$ cat src/hw/rtl/mhpc_pkg.sv
package mhpc_pkg;

   localparam int PITCH_CLASSES = 12;
   localparam int COUNT_WIDTH   = 8;
   localparam int PC_WIDTH      = $clog2(PITCH_CLASSES);
   localparam int CSR_IDX_WIDTH = 2;
   localparam int CSR_DATA_WIDTH = 12;

   localparam logic [COUNT_WIDTH-1:0] COUNT_MAX = {COUNT_WIDTH{1'b1}};
   localparam logic [PITCH_CLASSES-1:0] MASK_ALL = 12'hfff;

   // register indexes
   localparam logic [CSR_IDX_WIDTH-1:0] CSR_NOTE_SOURCE     = 2'd0;
   localparam logic [CSR_IDX_WIDTH-1:0] CSR_CHANNEL_SELECT  = 2'd1;
   localparam logic [CSR_IDX_WIDTH-1:0] CSR_FIXED_NOTE_MASK = 2'd2;

   // MIDI codes
   localparam logic [7:0] TYPE_MASK      = 8'hf0;
   localparam logic [7:0] CHAN_MASK      = 8'h0f;
   localparam logic [7:0] TYPE_CTRL      = 8'hb0;
   localparam logic [7:0] TYPE_NOTE_ON   = 8'h90;
   localparam logic [7:0] TYPE_NOTE_OFF  = 8'h80;
   localparam logic [7:0] CC_ALL_NOTES_OFF = 8'd123;
   localparam logic [7:0] CC_ALL_SOUND_OFF = 8'd120;
   localparam logic [7:0] MSG_LEN_FULL   = 8'd3;

   typedef enum logic [1:0] {
      MODE_AUTO  = 2'd0,
      MODE_HELD  = 2'd1,
      MODE_FIXED = 2'd2,
      MODE_FIXED_ALT = 2'd3
   } note_source_type;

   typedef logic [COUNT_WIDTH-1:0] count_type;

   // note number modulo 12: reciprocal multiply, exact for 8-bit inputs
   function automatic logic [PC_WIDTH-1:0] pitch_class(input logic [7:0] note);
      logic [15:0] prod;
      logic [4:0]  quot;
      logic [7:0]  rem;
      prod = 16'(note) * 16'd171;
      quot = prod[15:11];
      rem  = note - (8'(quot) * 8'd12);
      return rem[PC_WIDTH-1:0];
   endfunction

endpackage

$ cat src/hw/rtl/midi_held_pitch_class_tracker_core.sv
// Channel | Direction | Handshake           | Payload
// req     | in        | req_valid/req_stall | status, two data bytes, length, panic
// rsp     | out       | rsp_valid/rsp_stall | held mask, effective mask, changed
// csr     | in        | csr_wr_en           | csr_index, csr_wdata
//
// One request per cycle sustained while rsp is not stalled; each result passes
// through the input register, then the count update into the result register.
// The twelve counters update in the same cycle the result is formed.
// Synchronous active-high reset clears the counters, the pipeline valids and
// restores register defaults. A stall on rsp holds the result register and
// backs up into req_stall only once the input register is also full.
module midi_held_pitch_class_tracker_core (
   input  logic        clock,
   input  logic        reset,
   input  logic        req_valid,
   output logic        req_stall,
   input  logic [7:0]  req_status_byte,
   input  logic [7:0]  req_data_one,
   input  logic [7:0]  req_data_two,
   input  logic [7:0]  req_message_length,
   input  logic        req_panic,
   output logic        rsp_valid,
   input  logic        rsp_stall,
   output logic [11:0] rsp_held_mask,
   output logic [11:0] rsp_effective_mask,
   output logic        rsp_changed,
   input  logic        csr_wr_en,
   input  logic [mhpc_pkg::CSR_IDX_WIDTH-1:0]  csr_index,
   input  logic [mhpc_pkg::CSR_DATA_WIDTH-1:0] csr_wdata
);

   localparam int N = mhpc_pkg::PITCH_CLASSES;

   // configuration
   mhpc_pkg::note_source_type note_source_ff;
   logic [4:0]   channel_select_ff;
   logic [N-1:0] fixed_mask_ff;

   // input register
   logic       s1_valid_ff;
   logic [7:0] s1_status_ff, s1_data_one_ff, s1_data_two_ff, s1_length_ff;
   logic       s1_panic_ff;

   // held counts
   mhpc_pkg::count_type counts_ff [N];
   mhpc_pkg::count_type counts_in [N];

   // result register
   logic         rsp_valid_ff;
   logic [N-1:0] held_ff, eff_ff;
   logic         changed_ff;
   logic [N-1:0] held_in, eff_in;
   logic         changed_in;

   logic req_accept, s1_adv;

   // advance the input register whenever the result register is free to load
   assign s1_adv     = s1_valid_ff && (!rsp_valid_ff || !rsp_stall);
   assign req_stall  = s1_valid_ff && !s1_adv;
   assign req_accept = req_valid && !req_stall;

   always_ff @(posedge clock) begin
      if (reset) begin
         note_source_ff    <= mhpc_pkg::MODE_AUTO;
         channel_select_ff <= 5'd0;
         fixed_mask_ff     <= mhpc_pkg::MASK_ALL;
      end else if (csr_wr_en) begin
         unique case (csr_index)
            mhpc_pkg::CSR_NOTE_SOURCE:
               note_source_ff <= mhpc_pkg::note_source_type'(csr_wdata[1:0]);
            mhpc_pkg::CSR_CHANNEL_SELECT: channel_select_ff <= csr_wdata[4:0];
            mhpc_pkg::CSR_FIXED_NOTE_MASK: fixed_mask_ff <= csr_wdata[N-1:0];
            default: ; // drop writes beyond the register list
         endcase
      end
   end

   always_ff @(posedge clock) begin
      if (reset) begin
         s1_valid_ff <= 1'b0;
      end else if (req_accept) begin
         s1_valid_ff <= 1'b1;
      end else if (s1_adv) begin
         s1_valid_ff <= 1'b0;
      end
   end

   always_ff @(posedge clock) begin
      if (req_accept) begin
         s1_status_ff   <= req_status_byte;
         s1_data_one_ff <= req_data_one;
         s1_data_two_ff <= req_data_two;
         s1_length_ff   <= req_message_length;
         s1_panic_ff    <= req_panic;
      end
   end

   // message decode and count update
   logic                               fixed_mode, pre_clear, chan_ok, act;
   logic                               is_ctrl, ctrl_clear, note_inc, note_dec;
   logic [mhpc_pkg::PC_WIDTH-1:0]      pc;
   logic [3:0]                         chan_want;
   mhpc_pkg::count_type                base;

   always_comb begin
      fixed_mode = (note_source_ff == mhpc_pkg::MODE_FIXED) ||
                   (note_source_ff == mhpc_pkg::MODE_FIXED_ALT);
      pre_clear  = s1_panic_ff || fixed_mode;
      chan_want  = 4'(channel_select_ff - 5'd1);
      chan_ok    = (channel_select_ff == 5'd0) || (channel_select_ff > 5'd16) ||
                   ((s1_status_ff & mhpc_pkg::CHAN_MASK) == {4'd0, chan_want});
      act        = (s1_length_ff == mhpc_pkg::MSG_LEN_FULL) && chan_ok;
      pc         = mhpc_pkg::pitch_class(s1_data_one_ff);
      is_ctrl    = (s1_status_ff & mhpc_pkg::TYPE_MASK) == mhpc_pkg::TYPE_CTRL;
      ctrl_clear = act && is_ctrl && (s1_data_two_ff == 8'd0) &&
                   ((s1_data_one_ff == mhpc_pkg::CC_ALL_NOTES_OFF) ||
                    (s1_data_one_ff == mhpc_pkg::CC_ALL_SOUND_OFF));
      note_inc   = act && ((s1_status_ff & mhpc_pkg::TYPE_MASK) == mhpc_pkg::TYPE_NOTE_ON) &&
                   (s1_data_two_ff != 8'd0);
      note_dec   = act && !note_inc &&
                   (((s1_status_ff & mhpc_pkg::TYPE_MASK) == mhpc_pkg::TYPE_NOTE_ON) ||
                    ((s1_status_ff & mhpc_pkg::TYPE_MASK) == mhpc_pkg::TYPE_NOTE_OFF));

      changed_in = 1'b0;
      for (int i = 0; i < N; i++) begin
         base = pre_clear ? '0 : counts_ff[i];
         counts_in[i] = base;
         if (ctrl_clear) begin
            counts_in[i] = '0;
         end else if (pc == mhpc_pkg::PC_WIDTH'(i)) begin
            // saturate at the top, hold at zero
            if (note_inc && base != mhpc_pkg::COUNT_MAX) begin
               counts_in[i] = base + 1'b1;
               changed_in   = 1'b1;
            end else if (note_dec && base != '0) begin
               counts_in[i] = base - 1'b1;
               changed_in   = 1'b1;
            end
         end
         held_in[i] = counts_in[i] != '0;
      end

      case (note_source_ff)
         mhpc_pkg::MODE_HELD: eff_in = held_in;
         mhpc_pkg::MODE_AUTO: eff_in = (held_in != '0) ? held_in : fixed_mask_ff;
         default:             eff_in = fixed_mask_ff;
      endcase
   end

   always_ff @(posedge clock) begin
      if (reset) begin
         for (int i = 0; i < N; i++) begin
            counts_ff[i] <= '0;
         end
      end else if (s1_adv) begin
         for (int i = 0; i < N; i++) begin
            counts_ff[i] <= counts_in[i];
         end
      end
   end

   always_ff @(posedge clock) begin
      if (reset) begin
         rsp_valid_ff <= 1'b0;
      end else if (s1_adv) begin
         rsp_valid_ff <= 1'b1;
      end else if (!rsp_stall) begin
         rsp_valid_ff <= 1'b0;
      end
   end

   always_ff @(posedge clock) begin
      if (s1_adv) begin
         held_ff    <= held_in;
         eff_ff     <= eff_in;
         changed_ff <= changed_in;
      end
   end

   assign rsp_valid          = rsp_valid_ff;
   assign rsp_held_mask      = held_ff;
   assign rsp_effective_mask = eff_ff;
   assign rsp_changed        = changed_ff;

endmodule

$ cat config.mk
export PLATFORM = sky130hd
export DESIGN_NAME = midi_held_pitch_class_tracker_core
export DESIGN_NICKNAME = d
export VERILOG_FILES = /design/src/hw/rtl/mhpc_pkg.sv /design/src/hw/rtl/midi_held_pitch_class_tracker_core.sv
export SDC_FILE = /design/constraint.sdc
export NUM_CORES = 1
export LEC_CHECK = 0
export BUFFER_PORTS_ARGS = -buffer_cell sky130_fd_sc_hd__clkbuf_2
export CORE_MARGIN = 2
export CORE_UTILIZATION = 60
export DETAILED_ROUTE_END_ITERATION = 6
export PLACE_DENSITY = 0.79
export SLEW_MARGIN = 20
export SYNTH_ARGS = -nofsm -noshare
export SYNTH_HDL_FRONTEND = slang
export SYNTH_SLANG_ARGS = --single-unit
$ cat constraint.sdc
create_clock -name clock -period 12.2 [get_ports clock]
set_input_delay 1.83 -clock clock [delete_from_list [all_inputs] [get_ports clock]]
set_output_delay 1.83 -clock clock [all_outputs]
set_load 0.02 [all_outputs]
==> metrics.md <==
| Metric | Value |
|---|---|
| Worst skew pair latency | `between 400 and 500 ps` |
| DRC | `4` |
| Share of layout cells above drive strength 1 | `roughly an eighth` |
| Hold-fix buffers, CTS | `0` |
| Clock Power Share | `29.6%` |
| Antenna violations before repair | `0` |
| WL final | `42300 microns` |
| Sw Share | `40.4%` |
| Setup_tns | `0 ps` |
| Row cnt | `56` |
| PortBufs | `78` |
| Fin area | `15500 sq um` |
| Die Ht | `158 microns` |
| Hold WS | `508 ps` |
| Max clock buf depth | `2` |
| Final Setup Violations | `0` |
| CTS resizes | `0` |
| Critical path arrival | `8410 ps` |
| Total core area | `around 23000 sq um` |
| Area Overhead vs Synth | `8.61%` |
| DRT Pass-1 Iters | `7` |
| Clock Tree Root | `clkbuf_16` |
| Syn nets | `1756` |
| Largest net degree at the start of global routing | `172` |
| Final period util | `between 60% and 70%` |
| Top FF cell, synth | `edfxtp_1` |
| Hpwl dp | `29400 microns` |
| Critical-path maximum fanout | `15` |
| TritonCTS Buffers | `17` |
| Worst endpoint required time | `between 10000 and 15000 ps` |
| Htree depth | `4` |
| Slew HR | `about 22%` |
| Synthesized area | `around 14000 sq um` |
| Seq pwr share | `between 30% and 40%` |
| Via density | `roughly 6.6` |
| Asr flop ratio synth | `0%` |
| RSZ-0062 raised after global routing | `no` |
| Fin crit period | `between 8000 and 9000 ps` |
| Max frequency | `about 120 MHz` |
| Least-Margin Pin Slew | `approximately 1200 ps` |
| Total track usage | `between 30% and 40%` |
| #FFs+latches synth | `175` |
| CTS Sinks | `~180` |
| Synth warnings | `0` |
| Die extent in x | `158 microns` |
| Final Hold Vio Count | `0` |
| WS Path Type | `flop to flop` |
| Average routed wire per standard cell | `between 20 and 25 microns` |
| Logic gate share of total power | `between 30% and 40%` |
| Crit. End Element | `flop` |
| DR vias | `13200` |
| Leak pwr | `0.00604 uW` |
| Starting DRT DRC Count | `approximately 1900` |
| Antenna fix cells | `0` |
| Starting Density | `between 60% and 70%` |
| RD Place Congestion | `just under 1` |
| Slew Viols, Final | `0` |
| Seq/Total Area, Yosys | `between 30% and 40%` |
| Routed Antenna Nets | `0` |
| Clk_skew | `12.5 ps` |
| Dpl cell area | `approximately 15000 sq um` |
| Commonest cells after routing, fill and taps aside | `188 x nand2_1, 185 x nor2_1, 154 x edfxtp_1` |
| Yosys cell types | `between 100 and 150` |
| Hold Crit Class | `flop to flop` |
| Max rail drop VDD | `about 0.00014 V` |
| Post-CTS setup buffers | `0` |
| Global-route wire length before repair | `~66000 microns` |
| Mapped Cells | `1622` |
| Fin nets | `about 1800` |
| Worst-path clk slew | `~80 ps` |
| Total grt overflow | `0` |
| Outcome | `finished, violations left` |
| Die ar. | `25000 sq um` |
| Max Cap Viol | `0` |
| Failing checks | `design-rule violations` |
| TritonCTS clock tree | `done` |
| Mapped Avg Cell Area | `8.78 sq um` |
| Internal Power | `about 1200 uW` |
| Most common cell after layout, fill and taps aside | `nand2_1` |
| Startpoint types | `flop` |
| Psw | `between 700 and 800 uW` |
| Vias in the first global route | `about 13000` |
| I/O Pins | `79` |
| Power density over the cells | `~130 nW/um^2` |
| Post-synth EDFFs | `154` |
-- layout make-up --
type / instances / area (sq um)
clock buffer: 17 / 425
fill: 1962 / 7930
tap: 319 / 399
inverter: 78 / 293
clock inverter: 15 / 194
timing repair buffer: 96 / 538
sequential: 175 / 5040
multi-input combinational: 1289 / 8580
-- cells in the mapped netlist (49+ instances only) --
| cell type | number | area share (%) |
|---|---|---|
| nand2_1 | 188 | 5.0 |
| nor2_1 | 187 | 4.9 |
| edfxtp_1 | 154 | 32 |
| inv_1 | 78 | 2.1 |
| o21ai_0 | 75 | 2.6 |
| ha_1 | 71 | 6.2 |
| nand3_1 | 67 | 2.4 |
| nor3_1 | 58 | 2.0 |
| xor2_1 | 58 | 3.6 |
| a21oi_1 | 54 | 1.9 |
| clkbuf_1 | 50 | 1.3 |
| xnor2_1 | 49 | 3.0 |
-- stage by stage --
step / util, % / setup slack (ps) / power [uW] / std cells
after floorplan: - / 5610 / 1170 / 1622
after global placement: 63.5 / 4430 / 1340 / 1957
after global routing: 66.1 / 3640 / 2020 / 1989
after detailed placement: 63.5 / 4200 / 1360 / 1957
final: 66.1 / 4000 / 1940 / 1989
after CTS: 66.1 / 4150 / 1920 / 1989
-- final timing paths --
path              slack (ps)                    end         startpoint  cells past startpoint
setup / recovery        4000  rsp_effective_mask[2]  s1_data_one_ff[1]                     22
hold / removal           510              rsp_valid        s1_valid_ff                      2
setup reg to reg        4000  rsp_effective_mask[2]  s1_data_one_ff[1]                     22
hold reg to reg          510              rsp_valid        s1_valid_ff                      2
-- state kept, by name (all words and copies together), names as in the netlist, 5 cells and up --
name / flops
channel_select_ff: 5
s1_length_ff: 8
counts_ff: 96
rsp_held_mask: 12
fixed_mask_ff: 12
s1_data_two_ff: 8
s1_status_ff: 8
rsp_effective_mask: 12
s1_data_one_ff: 8
-- cells by family (layout without fill, tap and decap cells) --
family	Yosys count	in the layout	synth area share (%)
adder cells (fa/ha/maj)	82	82	7.78
flip-flops	175	175	35.4
AND/OR/NAND/NOR	748	748	27.3
AO/OA/AOI/OAI	310	310	15.0
multiplexers	37	37	2.71
XOR/XNOR	112	112	7.19
buffers and inverters	158	206	4.59
-- routing by layer --
metal	GRT usage (%)	vias to the layer above	wire length [microns]
met3	5.83	130	4370
met1	44.8	6222	16600
met5	0	-	0
met2	55.1	789	19600
met4	16.4	0	1720
li1	-	6036	-
-- critical path: stages (launching register included) --
cell and delay (ps):
edfxtp_1 750, ha_1 380, fa_1 490, fa_1 510
inv_1 50, fa_1 540, inv_1 40, ha_1 300
a211o_1 330, a21oi_2 200, nor2b_1 180, xnor2_1 90
ha_1 440, nor2b_1 350, nand2b_1 200, a21oi_1 330
nand2_1 280, mux2i_1 190, nor4_1 930, nor2_1 150
or4_1 540, o21ba_1 320, mux2_4 350
-- power by group through the flow --
stage	logic [uW]	registers, uW	clock network [uW]
detailed placement	614	742	0
global route	687	734	598
finish	636	730	575
floorplan	435	734	0
global placement	598	741	0
CTS	618	728	577
Note: power is estimated with default switching activity, not from simulation.
